==> config.mk <==
export PLATFORM = sky130hd
export DESIGN_NAME = meter_datapoint_tlv_parser
export DESIGN_NICKNAME = d
export VERILOG_FILES = /design/src/rtl/mdtp_pkg.sv /design/src/rtl/meter_datapoint_tlv_parser.sv /design/src/rtl/mdtp_parser.sv /design/src/rtl/mdtp_result_seq.sv
export SDC_FILE = /design/constraint.sdc
export NUM_CORES = 1
export LEC_CHECK = 0
export ABC_AREA = 1
export BUFFER_PORTS_ARGS = -buffer_cell sky130_fd_sc_hd__buf_2
export CAP_MARGIN = 10
export CORE_MARGIN = 2
export CORE_UTILIZATION = 52
export DETAILED_ROUTE_END_ITERATION = 7
export PLACE_DENSITY_LB_ADDON = 0.12
export SYNTH_ARGS = -nofsm -noshare
export SYNTH_HDL_FRONTEND = slang
export SYNTH_SLANG_ARGS = --single-unit
==> constraint.sdc <==
create_clock -name clk -period 14.6 [get_ports clk]
set_clock_uncertainty 0.05 [all_clocks]
set_input_delay 0.73 -clock clk [delete_from_list [all_inputs] [get_ports clk]]
set_output_delay 0.73 -clock clk [all_outputs]
set_load 0.02 [all_outputs]
==> src/rtl/mdtp_pkg.sv <==
// Shared types and codes for the meter datapoint parser.
// No dependencies; imported by the parser, result sequencer and top level.
`default_nettype none

package mdtp_pkg;

  localparam int unsigned CFG_INDEX_W = 1;
  localparam int unsigned CFG_DATA_W  = 16;

  // configuration register indexes
  localparam logic [CFG_INDEX_W-1:0] REG_RAW_TYPE_CODE   = 1'd0;
  localparam logic [CFG_INDEX_W-1:0] REG_MAX_DATA_LENGTH = 1'd1;

  localparam logic [15:0] MAX_DATA_LENGTH_RESET = 16'd256;

  // parse phase codes
  localparam logic [1:0] PH_WAIT   = 2'd0;
  localparam logic [1:0] PH_SKIP   = 2'd1;
  localparam logic [1:0] PH_HEADER = 2'd2;
  localparam logic [1:0] PH_DATA   = 2'd3;

  // width codes
  localparam logic [1:0] WC_8  = 2'd0;
  localparam logic [1:0] WC_16 = 2'd1;
  localparam logic [1:0] WC_32 = 2'd2;

  // One finished datapoint. A phase datapoint carries voltage in value and
  // the two further readings in curr and pwr.
  typedef struct packed {
    logic        phase;
    logic [7:0]  attr;
    logic [31:0] value;
    logic [1:0]  wc;
    logic [23:0] curr;
    logic [23:0] pwr;
  } mdtp_result_t;

endpackage

`default_nettype wire

==> src/rtl/meter_datapoint_tlv_parser.sv <==
// Meter datapoint parser top level: config registers, parser, result sequencer.
// Each result is registered in the parser, then in the sequencer's output register.
// Throughput: one byte per cycle; input stalls only while a finished datapoint
// waits behind a stalled output or behind a phase datapoint's three output transfers.
// Reset (rst, synchronous): parser waits for a message start, output empty,
// raw_type_code = 0, max_data_length = 256.
`default_nettype none

module meter_datapoint_tlv_parser
  import mdtp_pkg::*;
(
  input  logic                   clk,
  input  logic                   rst,
  input  logic                   in_valid,
  output logic                   in_stall,
  input  logic [7:0]             data_byte,
  input  logic                   first_byte,
  input  logic                   last_byte,
  input  logic                   status_report,
  output logic                   out_valid,
  input  logic                   out_stall,
  output logic [7:0]             attribute_id,
  output logic [31:0]            reading,
  output logic [1:0]             width_code,
  output logic                   last_of_run,
  input  logic                   wr_en,
  input  logic [CFG_INDEX_W-1:0] wr_index,
  input  logic [CFG_DATA_W-1:0]  wr_data
);

  logic [7:0]   raw_type_code;
  logic [15:0]  max_data_length;
  logic         bundle_valid;
  logic         bundle_take;
  mdtp_result_t bundle;

  always_ff @(posedge clk) begin
    if (rst) begin
      raw_type_code   <= 8'd0;
      max_data_length <= MAX_DATA_LENGTH_RESET;
    end else if (wr_en) begin
      unique case (wr_index)
        REG_RAW_TYPE_CODE:   raw_type_code   <= wr_data[7:0];
        REG_MAX_DATA_LENGTH: max_data_length <= wr_data[15:0];
      endcase
    end
  end

  mdtp_parser u_parser (
    .clk             (clk),
    .rst             (rst),
    .in_valid        (in_valid),
    .in_stall        (in_stall),
    .data_byte       (data_byte),
    .first_byte      (first_byte),
    .last_byte       (last_byte),
    .status_report   (status_report),
    .raw_type_code   (raw_type_code),
    .max_data_length (max_data_length),
    .bundle_valid    (bundle_valid),
    .bundle          (bundle),
    .bundle_take     (bundle_take)
  );

  mdtp_result_seq u_seq (
    .clk          (clk),
    .rst          (rst),
    .bundle_valid (bundle_valid),
    .bundle       (bundle),
    .bundle_take  (bundle_take),
    .out_valid    (out_valid),
    .out_stall    (out_stall),
    .attribute_id (attribute_id),
    .reading      (reading),
    .width_code   (width_code),
    .last_of_run  (last_of_run)
  );

endmodule

`default_nettype wire

==> src/rtl/mdtp_parser.sv <==
// Byte-level datapoint parser: header/data tracking, id mapping, result stage.
// Depends on mdtp_pkg; feeds mdtp_result_seq.
`default_nettype none

module mdtp_parser
  import mdtp_pkg::*;
(
  input  logic         clk,
  input  logic         rst,
  input  logic         in_valid,
  output logic         in_stall,
  input  logic [7:0]   data_byte,
  input  logic         first_byte,
  input  logic         last_byte,
  input  logic         status_report,
  input  logic [7:0]   raw_type_code,
  input  logic [15:0]  max_data_length,
  output logic         bundle_valid,
  output mdtp_result_t bundle,
  input  logic         bundle_take
);

  typedef struct packed {
    logic [7:0] attr;
    logic [1:0] wc;
  } map_t;

  function automatic map_t map_id(input logic [7:0] id, input logic [15:0] len);
    map_t m;
    m.attr = id;
    m.wc   = WC_32;
    unique case (id)
      8'd1, 8'd32:   m.attr = 8'd1;
      8'd2:          m.attr = 8'd2;
      8'd15:         m.attr = 8'd15;
      8'd16:         begin m.attr = 8'd16;  m.wc = WC_8;  end
      8'd18, 8'd104: m.attr = 8'd101;
      8'd19, 8'd105: m.attr = 8'd102;
      8'd20, 8'd103: begin m.attr = 8'd100; m.wc = WC_16; end
      8'd101:        begin m.attr = 8'd201; m.wc = WC_16; end
      8'd111:        m.attr = 8'd200;
      8'd112:        begin m.attr = 8'd110; m.wc = WC_16; end
      8'd107, 8'd113: m.attr = 8'd111;
      8'd108, 8'd114: m.attr = 8'd112;
      8'd109, 8'd121: begin m.attr = 8'd120; m.wc = WC_16; end
      8'd110, 8'd122: m.attr = 8'd121;
      8'd123:        m.attr = 8'd122;
      default: begin
        m.attr = id;
        if (len == 16'd1)      m.wc = WC_8;
        else if (len == 16'd2) m.wc = WC_16;
        else                   m.wc = WC_32;
      end
    endcase
    return m;
  endfunction

  function automatic logic [31:0] mask_value(input logic [31:0] v, input logic [1:0] wc);
    logic [31:0] r;
    if (wc == WC_8)       r = {24'd0, v[7:0]};
    else if (wc == WC_16) r = {16'd0, v[15:0]};
    else                  r = v;
    return r;
  endfunction

  logic [1:0]  parse_phase,  parse_phase_next;
  logic [1:0]  header_index, header_index_next;
  logic [1:0]  skip_count,   skip_count_next;
  logic [7:0]  point_id,     point_id_next;
  logic [7:0]  point_type,   point_type_next;
  logic [15:0] point_length, point_length_next;
  logic [15:0] bytes_remaining, bytes_remaining_next;
  logic [3:0]  data_index,   data_index_next;   // saturates at 8
  logic [31:0] value_accumulator, value_accumulator_next;
  logic [63:0] phase_bytes,  phase_bytes_next;

  logic [1:0]  eph, ehi, esk;
  logic [15:0] erem, elen;
  logic [31:0] eacc;
  logic        emit;
  logic        is_phase;
  logic [7:0]  phase_base;
  map_t        mapped;
  mdtp_result_t result;
  logic        in_accept;

  assign in_stall  = bundle_valid && !bundle_take;
  assign in_accept = in_valid && !in_stall;

  always_comb begin
    eph  = parse_phase;
    ehi  = header_index;
    esk  = skip_count;
    erem = bytes_remaining;
    elen = point_length;
    eacc = value_accumulator;
    if (first_byte) begin
      ehi  = 2'd0;
      erem = 16'd0;
      elen = 16'd0;
      eacc = 32'd0;
      eph  = status_report ? PH_SKIP : PH_HEADER;
      esk  = status_report ? 2'd2 : 2'd0;
    end

    parse_phase_next       = eph;
    header_index_next      = ehi;
    skip_count_next        = esk;
    bytes_remaining_next   = erem;
    point_length_next      = elen;
    value_accumulator_next = eacc;
    point_id_next          = point_id;
    point_type_next        = point_type;
    data_index_next        = data_index;
    phase_bytes_next       = phase_bytes;
    emit                   = 1'b0;

    unique case (eph)
      PH_SKIP: begin
        skip_count_next = esk - 2'd1;
        if (skip_count_next == 2'd0) begin
          parse_phase_next  = PH_HEADER;
          header_index_next = 2'd0;
        end
      end
      PH_HEADER: begin
        unique case (ehi)
          2'd0: begin
            point_id_next          = data_byte;
            value_accumulator_next = 32'd0;
            header_index_next      = 2'd1;
          end
          2'd1: begin
            point_type_next   = data_byte;
            header_index_next = 2'd2;
          end
          2'd2: begin
            point_length_next = {data_byte, 8'd0};
            header_index_next = 2'd3;
          end
          2'd3: begin
            point_length_next = {elen[15:8], data_byte};
            header_index_next = 2'd0;
            priority if (last_byte) begin
              parse_phase_next = PH_WAIT;
            end else if (point_length_next > max_data_length) begin
              parse_phase_next = PH_WAIT;
            end else if (point_length_next == 16'd0) begin
              emit = 1'b1;
            end else begin
              bytes_remaining_next = point_length_next;
              data_index_next      = 4'd0;
              parse_phase_next     = PH_DATA;
            end
          end
        endcase
      end
      PH_DATA: begin
        if (data_index < 4'd4)
          value_accumulator_next = {eacc[23:0], data_byte};
        if (data_index < 4'd8) begin
          phase_bytes_next = {phase_bytes[55:0], data_byte};
          data_index_next  = data_index + 4'd1;
        end
        bytes_remaining_next = erem - 16'd1;
        if (bytes_remaining_next == 16'd0) begin
          emit              = 1'b1;
          parse_phase_next  = PH_HEADER;
          header_index_next = 2'd0;
        end
      end
      PH_WAIT: begin
      end
    endcase

    if (last_byte)
      parse_phase_next = PH_WAIT;
  end

  // result for a datapoint completed by this byte
  always_comb begin
    is_phase = (point_id >= 8'd6) && (point_id <= 8'd8) &&
               (point_type == raw_type_code) && (point_length_next >= 16'd8);
    unique case (point_id)
      8'd6:    phase_base = 8'd100;
      8'd7:    phase_base = 8'd110;
      default: phase_base = 8'd120;
    endcase
    mapped = map_id(point_id, point_length_next);
    if (is_phase) begin
      result.phase = 1'b1;
      result.attr  = phase_base;
      result.value = {16'd0, phase_bytes_next[63:48]};
      result.wc    = WC_16;
    end else begin
      result.phase = 1'b0;
      result.attr  = mapped.attr;
      result.value = mask_value(value_accumulator_next, mapped.wc);
      result.wc    = mapped.wc;
    end
    result.curr = phase_bytes_next[47:24];
    result.pwr  = phase_bytes_next[23:0];
  end

  always_ff @(posedge clk) begin
    if (rst) begin
      parse_phase       <= PH_WAIT;
      header_index      <= 2'd0;
      skip_count        <= 2'd0;
      point_id          <= 8'd0;
      point_type        <= 8'd0;
      point_length      <= 16'd0;
      bytes_remaining   <= 16'd0;
      data_index        <= 4'd0;
      value_accumulator <= 32'd0;
      phase_bytes       <= 64'd0;
      bundle_valid      <= 1'b0;
    end else begin
      bundle_valid <= (bundle_valid && !bundle_take) || (in_accept && emit);
      if (in_accept) begin
        parse_phase       <= parse_phase_next;
        header_index      <= header_index_next;
        skip_count        <= skip_count_next;
        point_id          <= point_id_next;
        point_type        <= point_type_next;
        point_length      <= point_length_next;
        bytes_remaining   <= bytes_remaining_next;
        data_index        <= data_index_next;
        value_accumulator <= value_accumulator_next;
        phase_bytes       <= phase_bytes_next;
      end
    end
  end

  always_ff @(posedge clk) begin
    if (in_accept && emit)
      bundle <= result;
  end

`ifndef SYNTHESIS
  a_bundle_held: assert property (@(posedge clk) disable iff (rst)
    bundle_valid && !bundle_take |=> bundle_valid && $stable(bundle))
    else $error("pending datapoint result lost or changed");
  a_skip_count: assert property (@(posedge clk) disable iff (rst)
    parse_phase == PH_SKIP |-> skip_count == 2'd1)
    else $error("sequence byte count out of step");
  a_data_remaining: assert property (@(posedge clk) disable iff (rst)
    parse_phase == PH_DATA |-> bytes_remaining != 16'd0)
    else $error("data phase with nothing left to read");
`endif

endmodule

`default_nettype wire

==> src/rtl/mdtp_result_seq.sv <==
// Output register and sequencer: one result per transfer, three for phase data.
// Depends on mdtp_pkg; takes finished datapoints from mdtp_parser.
`default_nettype none

module mdtp_result_seq
  import mdtp_pkg::*;
(
  input  logic         clk,
  input  logic         rst,
  input  logic         bundle_valid,
  input  mdtp_result_t bundle,
  output logic         bundle_take,
  output logic         out_valid,
  input  logic         out_stall,
  output logic [7:0]   attribute_id,
  output logic [31:0]  reading,
  output logic [1:0]   width_code,
  output logic         last_of_run
);

  logic        out_free;
  logic [1:0]  sub_left;   // phase results still to follow the current one
  logic [7:0]  base_attr;
  logic [23:0] curr;
  logic [23:0] pwr;

  assign out_free    = !out_valid || !out_stall;
  assign bundle_take = bundle_valid && out_free && (!out_valid || last_of_run);

  always_ff @(posedge clk) begin
    if (rst) begin
      out_valid <= 1'b0;
      sub_left  <= 2'd0;
    end else if (out_free) begin
      if (out_valid && !last_of_run) begin
        if (sub_left == 2'd2) begin
          sub_left <= 2'd1;
        end else begin
          sub_left <= 2'd0;
        end
      end else if (bundle_valid) begin
        out_valid <= 1'b1;
        sub_left  <= bundle.phase ? 2'd2 : 2'd0;
      end else begin
        out_valid <= 1'b0;
      end
    end
  end

  always_ff @(posedge clk) begin
    if (out_free) begin
      if (out_valid && !last_of_run) begin
        if (sub_left == 2'd2) begin
          attribute_id <= base_attr + 8'd1;
          reading      <= {8'd0, curr};
          width_code   <= WC_32;
          last_of_run  <= 1'b0;
        end else begin
          attribute_id <= base_attr + 8'd2;
          reading      <= {8'd0, pwr};
          width_code   <= WC_32;
          last_of_run  <= 1'b1;
        end
      end else if (bundle_valid) begin
        attribute_id <= bundle.attr;
        reading      <= bundle.value;
        width_code   <= bundle.wc;
        last_of_run  <= !bundle.phase;
        base_attr    <= bundle.attr;
        curr         <= bundle.curr;
        pwr          <= bundle.pwr;
      end
    end
  end

`ifndef SYNTHESIS
  a_more_pending: assert property (@(posedge clk) disable iff (rst)
    out_valid && !last_of_run |-> sub_left != 2'd0)
    else $error("non-final result with no follow-up queued");
  a_run_continues: assert property (@(posedge clk) disable iff (rst)
    out_valid && !last_of_run && !out_stall |=> out_valid)
    else $error("phase run broken off");
  a_sub_needs_valid: assert property (@(posedge clk) disable iff (rst)
    sub_left != 2'd0 |-> out_valid)
    else $error("phase results queued without an output");
`endif

endmodule

`default_nettype wire
==> results.json, run 1 <==
{
  "ys_seq_elements": 372,
  "fin_crit_ns": 4.70,
  "finalNonFillerCells": 2644,
  "cts_hold_buffers": 0,
  "yosysTopAreaCell": "edfxtp_1",
  "cts_resized": 0,
  "fp-row-count": 67,
  "vias": 14500,
  "synth_area_leaders": "edfxtp_1 32%, dfxtp_1 21%, nand2_1 8.5%",
  "synth_cells": 2137,
  "synth_mux_area_share_pct": 0,
  "fin_crit_sh_pct": 32.2,
  "grt_max_degree": 129,
  "arrival_ns": 4.81,
  "synth-compound-area-share_pct": 16.2,
  "ys_types": 44,
  "setup_ws_ns": 9.90,
  "p_sw_uw": 580,
  "post-place-ws_ns": 9.41,
  "tightest_slew_ns": 1.15,
  "worstSetupPathType": "in -> reg",
  "clk_latency_ns": 0.55,
  "die_w_um": 188,
  "core_area_um2": 33400,
  "cp-end-kind": "flop",
  "initial_core_util_pct": 52.6,
  "synthArstFlopShare_pct": 0,
  "regArea_um2": 9350,
  "area.growth.synth_to_final_pct": 11.3,
  "grt_overflow": 0,
  "dp_cells": 2568,
  "place_congestion": 0.955,
  "hold_class": "reg -> reg",
  "root_buffer": "clkbuf_16",
  "finalWirelength_um": 45100,
  "swShare_pct": 24.6,
  "utilization_pct": 58.6,
  "crit_required_ns": 14.71,
  "cts_setup_buffers": 0,
  "hold_viol_final": 0,
  "yosysSeqAreaShare_pct": 53.2,
  "synth_edf_count": 190,
  "synthFlopType": "edfxtp_1",
  "wl_per_cell_um": 17.0,
  "cts_tree": "built",
  "route.detailed.drc": 0,
  "crit_fanout": 65,
  "ys.warnings.count": 0,
  "numCtsBuffers": 41,
  "cts_sinks": 372,
  "fin_tns_setup_ns": 0,
  "grt_pass1_vias": 13600,
  "nFillCells": 3088,
  "max_freq_mhz": 213,
  "die-height_um": 188,
  "p_leak_uw": 0.00788,
  "cap_violations": 0,
  "grt_antenna_before_repair": 1,
  "holdWs_ns": 0.361,
  "clockBufferDepth": 3,
  "pwr-share-seq_pct": 48.4,
  "nets": 2222,
  "power_frac_clock_pct": 42.9,
  "vias_per_cell": 5.49,
  "die_area_um2": 35300,
  "p_int_uw": 1770,
  "track_usage_pct": 25.4,
  "antenna_left": 0,
  "drive_gt1_share_pct": 8.47,
  "power_density_nw_per_um2": 120,
  "status": "completed",
  "first_iter_violations": 1411,
  "syn_area_per_cell_um2": 8.22,
  "synth_top_family_by_area": "simple AND/OR/NAND/NOR gates",
  "yosys.area.top_type_share_pct": 32.5,
  "clk_transition_reported_paths_ns": 0.06,
  "synth_adder_area_share_pct": 1.85,
  "syn_nets": 2196,
  "io_pins": 78,
  "setup_violations": 0,
  "syn-cell-area_um2": 17600,
  "h-tree-depth": 2,
  "slew-limit-headroom_pct": 23.3,
  "dpl.hpwl_um": 29600,
  "grt_pass1_wl_um": 71700,
  "multi_input_area_um2": 6810,
  "combPwrFrac_pct": 8.7,
  "rsz0062_at_grt": "false",
  "vdd_drop_max_uv": 86.2,
  "start_kind": "primary input",
  "maxSlewViolCount": 0,
  "synthXorXnorAreaFrac_pct": 0.648,
  "dr.pass1.iters": 7,
  "synth-simple-area-share_pct": 19.8,
  "port_buffers": 77
}
synthesized netlist by cell type (26+ instances only):
cell,number
clkbuf_1,87
nor2_1,257
dfxtp_1,182
a211oi_1,61
ha_1,26
o211ai_1,28
inv_1,258
nand3_1,129
nand2_1,398
a21oi_1,122
edfxtp_1,190
o21ai_0,251
worst max-delay path: stages:
cell      delay, ns
buf_2          0.27
inv_2          0.09
buf_4          0.53
nand2_1        0.26
inv_1          0.18
ha_1           0.47
inv_1          0.22
nor2_1         0.24
nand2_1        0.09
o21ai_0        0.18
nand3_1        0.20
clkinv_2       0.53
buf_4          0.70
kinds of logic (layout without fill, tap and decap cells):
family / after synthesis / count (layout)
adders and majority gates: 26 / 26
other: 0 / 1
and+or+nand+nor: 843 / 843
DFF: 372 / 372
AOI/OAI and AO/OA: 508 / 508
xor gates and xnor gates: 13 / 13
buffers and inverters: 375 / 433
layout make-up:
cell class	instances	share of cell area, %
well taps	448	2.87
repair buffers	95	2.66
diodes	1	0.0128
inverters	263	5.06
multi-input cells	1390	34.8
clock inverters	14	0.787
clock buffers	61	5.95
flip-flops and latches	372	47.8
sequential cells by signal (all words and copies together), names as in the netlist, 4 cells and up:
| signal | cells |
|---|---|
| u_seq.attribute_id | 8 |
| u_parser.point_id | 8 |
| u_parser.bundle | 91 |
| u_parser.point_type | 8 |
| u_parser.point_length | 16 |
| raw_type_code | 8 |
| u_seq.pwr | 24 |
| u_seq.reading | 32 |
| u_parser.bytes_remaining | 16 |
| u_parser.data_index | 4 |
| u_parser.value_accumulator | 32 |
| max_data_length | 16 |
| u_parser.phase_bytes | 64 |
| u_seq.curr | 24 |
| u_seq.base_attr | 8 |
stage by stage:
step | power (uW) | area, um2
3_3_place_gp | 1360 | 18200
4_1_cts | 2360 | 19500
2_1_floorplan | 1310 | 17600
3_5_place_dp | 1360 | 18200
5_1_grt | 2440 | 19500
6_report | 2350 | 19500
power groups by stage:
stage,Sequential [uW],Combinational [uW],Clock (uW)
4_1_cts,1140,202,1020
6_report,1140,205,1010
3_5_place_dp,1160,201,0
5_1_grt,1140,231,1060
3_3_place_gp,1160,197,0
2_1_floorplan,1160,148,0
metal layers:
| metal | vias up | share of wire (%) | GRT usage [%] |
|---|---|---|---|
| met5 | - | 0 | 0 |
| met4 | 0 | 2.3 | 7.39 |
| met3 | 79 | 5.8 | 3.82 |
| met2 | 440 | 47 | 41.6 |
| met1 | 6752 | 45 | 35.1 |
| li1 | 7237 | - | - |
worst paths after layout:
check                           endpoint                 from  depth (start not counted)  slack (ns)
hold reg to reg            u_seq.pwr[23]  u_parser.bundle[23]                          0        0.36
setup reg to reg  u_parser.point_type[0]    u_seq.last_of_run                         13       10.35
setup / recovery      u_parser.bundle[2]           first_byte                         13        9.90
hold / removal             u_seq.pwr[23]  u_parser.bundle[23]                          0        0.36
placed cells by master, fill, tap and decap left out, types with 3 or more instances in the layout:
cell	n
a211oi_1	61
a21oi_1	121
a31oi_1	10
buf_2	77
buf_4	18
clkbuf_1	15
clkbuf_16	42
clkbuf_8	4
clkinv_2	7
dfxtp_1	182
edfxtp_1	190
ha_1	26
inv_1	255
inv_2	5
nand2_1	397
nand2_2	4
nand3_1	129
nand4_1	17
nor2_1	253
nor2_2	4
nor2_4	5
nor3_1	14
nor4_1	8
o211ai_1	28
o21ai_0	251
o21ai_1	5
o221ai_1	3
o22ai_1	16
or2_2	7
xnor2_1	7
xor2_1	6
No activity file was read; power rests on OpenSTA's default activity.
==> run 2: changes to the inputs <==
Settings changed: ABC_AREA 1 to 0.
Clock period 14.6 ns to 4.45 ns, I/O delays scaled along.
==> run 2 against run 1 <==
Combinational power grew 97%. Non-clock buffer count grew 25. Total power grew to 3.1 times the previous value. Setup slack lost 8.9 ns.
==> results.json, run 2 <==
{
  "status": "completed",
  "port_buffers": 77,
  "yosysMostFrequentCell": "nand2_1",
  "rr_startpoint": "u_parser.bytes_remaining[2]",
  "h-tree-depth": 2,
  "power_density_nw_per_um2": 382,
  "area.growth.synth_to_final_pct": 13.0,
  "max_freq_mhz": 293,
  "clk_latency_ns": 0.55,
  "globalRouteMet2Util_pct": 40.6,
  "dp_cells": 2132,
  "synth_area_leaders": "edfxtp_1 33%, dfxtp_1 21%, nand2_1 6.8%",
  "synthArstFlopShare_pct": 0,
  "power_frac_clock_pct": 45.3,
  "syn_nets": 1773,
  "clockBufferDepth": 3,
  "die_area_um2": 34300,
  "grt_antenna_before_repair": 0,
  "antenna_left": 0,
  "nFillCells": 2754,
  "tightest_slew_ns": 1.01,
  "crit_fanout": 46,
  "place_area_um2": 17800,
  "nets": 1808,
  "grt_pass1_wl_um": 67100,
  "cts_tree": "built",
  "ys_seq_elements": 372,
  "p_sw_uw": 1660,
  "gr-usage-met1_pct": 35.4,
  "regMostFlops": "u_parser.bundle",
  "track_usage_pct": 25.1,
  "arrival_ns": 3.57,
  "layout_common_cells": "310 x nand2_1, 190 x edfxtp_1, 182 x dfxtp_1, 146 x a21oi_1, 137 x nor2_1",
  "p_int_uw": 5700,
  "drive_gt1_share_pct": 15.3,
  "yosys.area.top_type_share_pct": 33.4,
  "vias": 13100,
  "antenna_cells": 0,
  "crit_required_ns": 4.61,
  "ys_top_cells_by_count": "310 x nand2_1, 190 x edfxtp_1, 182 x dfxtp_1",
  "layout_commonest_cell": "nand2_1",
  "dpl.hpwl_um": 27600,
  "first_iter_violations": 1200,
  "cp_cell_sequence": "nor4_4, nand4_2, o31a_1, nor3_2, nand4_1, or4_1, a21boi_4, buf_12",
  "cap_violations": 0,
  "hp-start": "out_stall",
  "worstSetupPathType": "reg -> reg",
  "maxSlewViolCount": 0,
  "finalNonFillerCells": 2223,
  "grt_pass1_vias": 12200,
  "dr.pass1.iters": 6,
  "core_area_um2": 32500,
  "largest_reg_flops": 91,
  "use_met3_pct": 3.20,
  "initial_core_util_pct": 52.6,
  "syn-cell-area_um2": 17100,
  "slew-limit-headroom_pct": 32.7,
  "die_w_um": 185,
  "setup_violations": 0,
  "yosysSeqAreaShare_pct": 54.8,
  "ys.warnings.count": 0,
  "fp-row-count": 66,
  "slowest_delay_ns": 0.60,
  "root_buffer": "clkbuf_16",
  "start_kind": "flop",
  "holdWs_ns": 0.0299,
  "synth_edf_count": 190,
  "ys_types": 86,
  "grt_overflow": 0,
  "cts_sinks": 372,
  "cp_slowest_cell": "or4_1",
  "wl_per_cell_um": 19.1,
  "fin_area_um2": 19300,
  "cp-end-kind": "flop",
  "busiest_layer": "met2",
  "fin_tns_setup_ns": 0,
  "clk_transition_reported_paths_ns": 0.06,
  "synth_cells": 1714,
  "vdd_drop_max_uv": 278,
  "reg.largest.list": "u_parser.bundle (91), u_parser.phase_bytes (64)",
  "cts_resized": 0,
  "place_congestion": 0.867,
  "cp-startpoint": "u_parser.bytes_remaining[2]",
  "combPwrFrac_pct": 5.5,
  "die-height_um": 185,
  "fin_crit_ns": 3.42,
  "numCtsBuffers": 40,
  "synthFlopType": "edfxtp_1",
  "grt_max_degree": 73,
  "swShare_pct": 22.6,
  "io_pins": 78,
  "rsz0062_at_grt": "false",
  "hold_viol_final": 0,
  "finalWirelength_um": 42500,
  "yosysTopAreaCell": "edfxtp_1",
  "p_leak_uw": 0.00656,
  "fin_crit_sh_pct": 76.8,
  "pwr-share-seq_pct": 49.3,
  "syn_area_per_cell_um2": 9.96,
  "hold_class": "in -> reg",
  "vias_per_cell": 5.88,
  "route.detailed.drc": 0
}
[run 2: area by class of cell]
cell class                      count  area [um2]  share of cell area, %
Sequential cell                   372        9350                   48.5
Clock buffer                       56        1140                   5.92
Multi-Input combinational cell   1178        7140                   37.0
Clock inverter                     18         191                  0.992
Timing Repair Buffer              120         778                   4.03
Tap cell                          442         553                   2.87
Inverter                           37         139                  0.720
[run 2: power groups by stage]
stage / sequential, uW / combinational (uW) / clock, uW
after floorplan: 3680 / 287 / 0
after global placement: 3700 / 382 / 0
after detailed placement: 3700 / 386 / 0
after CTS: 3630 / 399 / 3400
after global routing: 3630 / 441 / 3530
final: 3630 / 403 / 3330
[run 2: stage by stage]
| stage | utilization, % | total power [uW] | worst slack [ns] |
|---|---|---|---|
| after floorplan | - | 3970 | 0.0103 |
| after global placement | 54.8 | 4080 | 0.847 |
| after detailed placement | 54.8 | 4090 | 0.703 |
| after CTS | 59.4 | 7430 | 1.06 |
| after global routing | 59.4 | 7600 | 0.813 |
| final | 59.4 | 7370 | 1.03 |
[run 2: what timing repair did]
action / in CTS / in global routing
hold buffers: 17 / 0
endpoints found under the hold margin: 25 / 0
buffers inserted: 0 / 0
[run 2: cell families after synthesis]
kind of cell | after synthesis | share of synthesized area (%)
DFF | 372 | 54.8
buffers and inverters | 164 | 4.02
AOI/OAI and AO/OA | 402 | 15.4
and+or+nand+nor | 661 | 18.4
muxes | 71 | 4.52
adders and majority gates | 26 | 1.91
xor gates and xnor gates | 18 | 0.924
[run 2: path summary, 6_finish.rpt]
kind | depth (start not counted) | slack (ns) | end
worst max register to register | 8 | 1.03 | u_parser.bundle[43]
worst min-delay path | 4 | 0.03 | u_seq.sub_left[0]
worst min register to register | 0 | 0.36 | u_seq.curr[19]
worst max-delay path | 8 | 1.03 | u_parser.bundle[43]
[run 2: critical path, delay by kind of cell (launching register included)]
family          cells  cell delay (ns)
simple gates        5             1.69
compound gates      2             0.59
flops               1             0.43
buf+inv             1             0.30
[run 2: layer usage]
metal	wire, um	up-vias
met2	19800	425
met1	19300	6322
met5	0	-
met3	2450	65
met4	941	0
li1	-	6261
==> run 3: changes to the inputs <==
Clock period 4.45 ns to 3.5 ns, I/O delays scaled along.
==> run 3 against run 2 <==
Non-clock buffer count rose by 28. Clock power increased by 31%. Largest power group unchanged. Final cell count grew 1.2%. Sequential share of layout area fell by 0.77 points. Register-to-register slack got worse by 0.82 ns. First-iteration DRC count is 0.83% lower. Sequential power up 27%. Worst hold slack better by 0.012 ns. Critical path type unchanged.
==> results.json, run 3 (same netlist as run 2, synthesis figures left out) <==
{
  "grt_overflow": 0,
  "fin_total_pwr_uw": 9520,
  "root_buffer": "clkbuf_16",
  "place_area_um2": 17900,
  "antenna_cells": 0,
  "h-tree-depth": 2,
  "layout_common_cells": "310 x nand2_1, 190 x edfxtp_1, 182 x dfxtp_1, 146 x a21oi_1, 137 x nor2_1",
  "track_usage_pct": 25.5,
  "io_pins": 78,
  "finalWirelength_um": 43200,
  "port_buffers": 77,
  "clk_latency_ns": 0.53,
  "crit_fanout": 42,
  "min_to": "u_parser.point_type[5]",
  "setup_violations": 0,
  "maxSlewViolCount": 0,
  "cap_violations": 0,
  "area.growth.synth_to_final_pct": 14.9,
  "die-height_um": 185,
  "holdWs_ns": 0.0421,
  "reg.largest.list": "u_parser.bundle (91), u_parser.phase_bytes (64)",
  "first_iter_violations": 1190,
  "cts_sinks": 372,
  "clockBufferDepth": 3,
  "hp-start": "data_byte[5]",
  "fin_crit_sh_pct": 94.0,
  "r2r.worst_path.cells": 8,
  "grt_pass1_vias": 12400,
  "max_freq_mhz": 304,
  "numCtsBuffers": 40,
  "vdd_drop_max_uv": 380,
  "drive_gt1_share_pct": 15.9,
  "tightest_slew_ns": 1.01,
  "nFillCells": 2711,
  "grt_antenna_before_repair": 0,
  "post-place-ws_ns": 0.204,
  "die_area_um2": 34300,
  "hold_class": "in -> reg",
  "p_leak_uw": 0.00673,
  "cts_hold_buffers": 28,
  "nets": 1836,
  "fin_crit_ns": 3.29,
  "initial_core_util_pct": 52.6,
  "slew-limit-headroom_pct": 32.6,
  "core_area_um2": 32500,
  "fin_area_um2": 19600,
  "crit_required_ns": 3.65,
  "fp-row-count": 66,
  "rsz0062_at_grt": "false",
  "power_density_nw_per_um2": 485,
  "globalRouteMet2Util_pct": 41.5,
  "wl_per_cell_um": 19.2,
  "cts_setup_buffers": 0,
  "cp-end-kind": "flop",
  "layout_commonest_cell": "nand2_1",
  "vias": 13300,
  "r2r-end": "u_parser.bundle[55]",
  "route.detailed.drc": 0,
  "busiest_layer": "met2",
  "regMostFlops": "u_parser.bundle",
  "dpl.hpwl_um": 28100,
  "largest_reg_flops": 91,
  "use_met3_pct": 3.99,
  "worstSetupPathType": "reg -> reg",
  "clk_transition_reported_paths_ns": 0.06,
  "place_congestion": 0.898,
  "min_path_cells": 3,
  "arrival_ns": 3.44,
  "r2r_slack_ns": 0.21,
  "start_kind": "flop",
  "gr-usage-met1_pct": 35.3,
  "vias_per_cell": 5.89,
  "antenna_left": 0,
  "hold_viol_final": 0,
  "rr_startpoint": "u_parser.bytes_remaining[2]",
  "die_w_um": 185,
  "cts_resized": 0,
  "cts_tree": "built",
  "grt_max_degree": 89,
  "dr.pass1.iters": 6,
  "grt_pass1_wl_um": 68400,
  "status": "completed",
  "setup_ws_ns": 0.211
}
run 3: cell count changes in the layout (fill, tap and decap cells not counted), sizes merged:
cell / delta
clkbuf: -2
bufinv: +3
inv: -1
buf: +17
dlygate4sd3: +11
clkinvlp: +1
clkinv: -2
run 3: final cells by class:
type	instances	area, um2	share of cell area [%]
Sequential cell	372	9350	47.7
Clock buffer	54	1110	5.68
Tap cell	442	553	2.82
Clock inverter	19	254	1.30
Inverter	37	144	0.734
Multi-Input combinational cell	1178	7160	36.5
Timing Repair Buffer	148	1030	5.27
run 3: through the flow:
stage	util [%]	std cells	setup TNS [ns]
finish	60.4	2250	0
global route	60.4	2250	0
CTS	60.4	2249	0
detailed placement	55.3	2148	0
floorplan	-	1714	-56.16
global placement	55.3	2148	0
run 3: how the worst max path moves through the flow:
stage                                           start             endpoint  cells after the start
after floorplan           u_parser.bytes_remaining[3]   u_parser.bundle[0]                      8
after global placement    u_parser.bytes_remaining[2]  u_parser.bundle[28]                      8
after detailed placement                   first_byte  u_parser.bundle[28]                     11
after CTS                 u_parser.bytes_remaining[2]  u_parser.bundle[54]                      8
after global routing      u_parser.bytes_remaining[2]  u_parser.bundle[10]                      8
final                     u_parser.bytes_remaining[2]  u_parser.bundle[55]                      8
run 3: metal layers:
| metal | up-vias | part of all wire (%) |
|---|---|---|
| met1 | 6432 | 46 |
| met3 | 75 | 5.2 |
| met2 | 407 | 46 |
| met4 | 0 | 2.5 |
| met5 | - | 0 |
| li1 | 6341 | - |
run 3: power breakdown:
group	switching [uW]	total, uW	internal, uW
logic	351	534	183
registers	43.9	4610	4570
clock network	1690	4370	2680
total	2090	9520	7430
run 3: worst max-delay path, stage by stage, from the launching register on:
cell	delay [ns]
dfxtp_1	0.42
nor4_4	0.51
nand2_1	0.18
a22oi_1	0.24
nand2_1	0.09
or2_0	0.23
or4_4	0.55
a21boi_4	0.37
buf_12	0.30
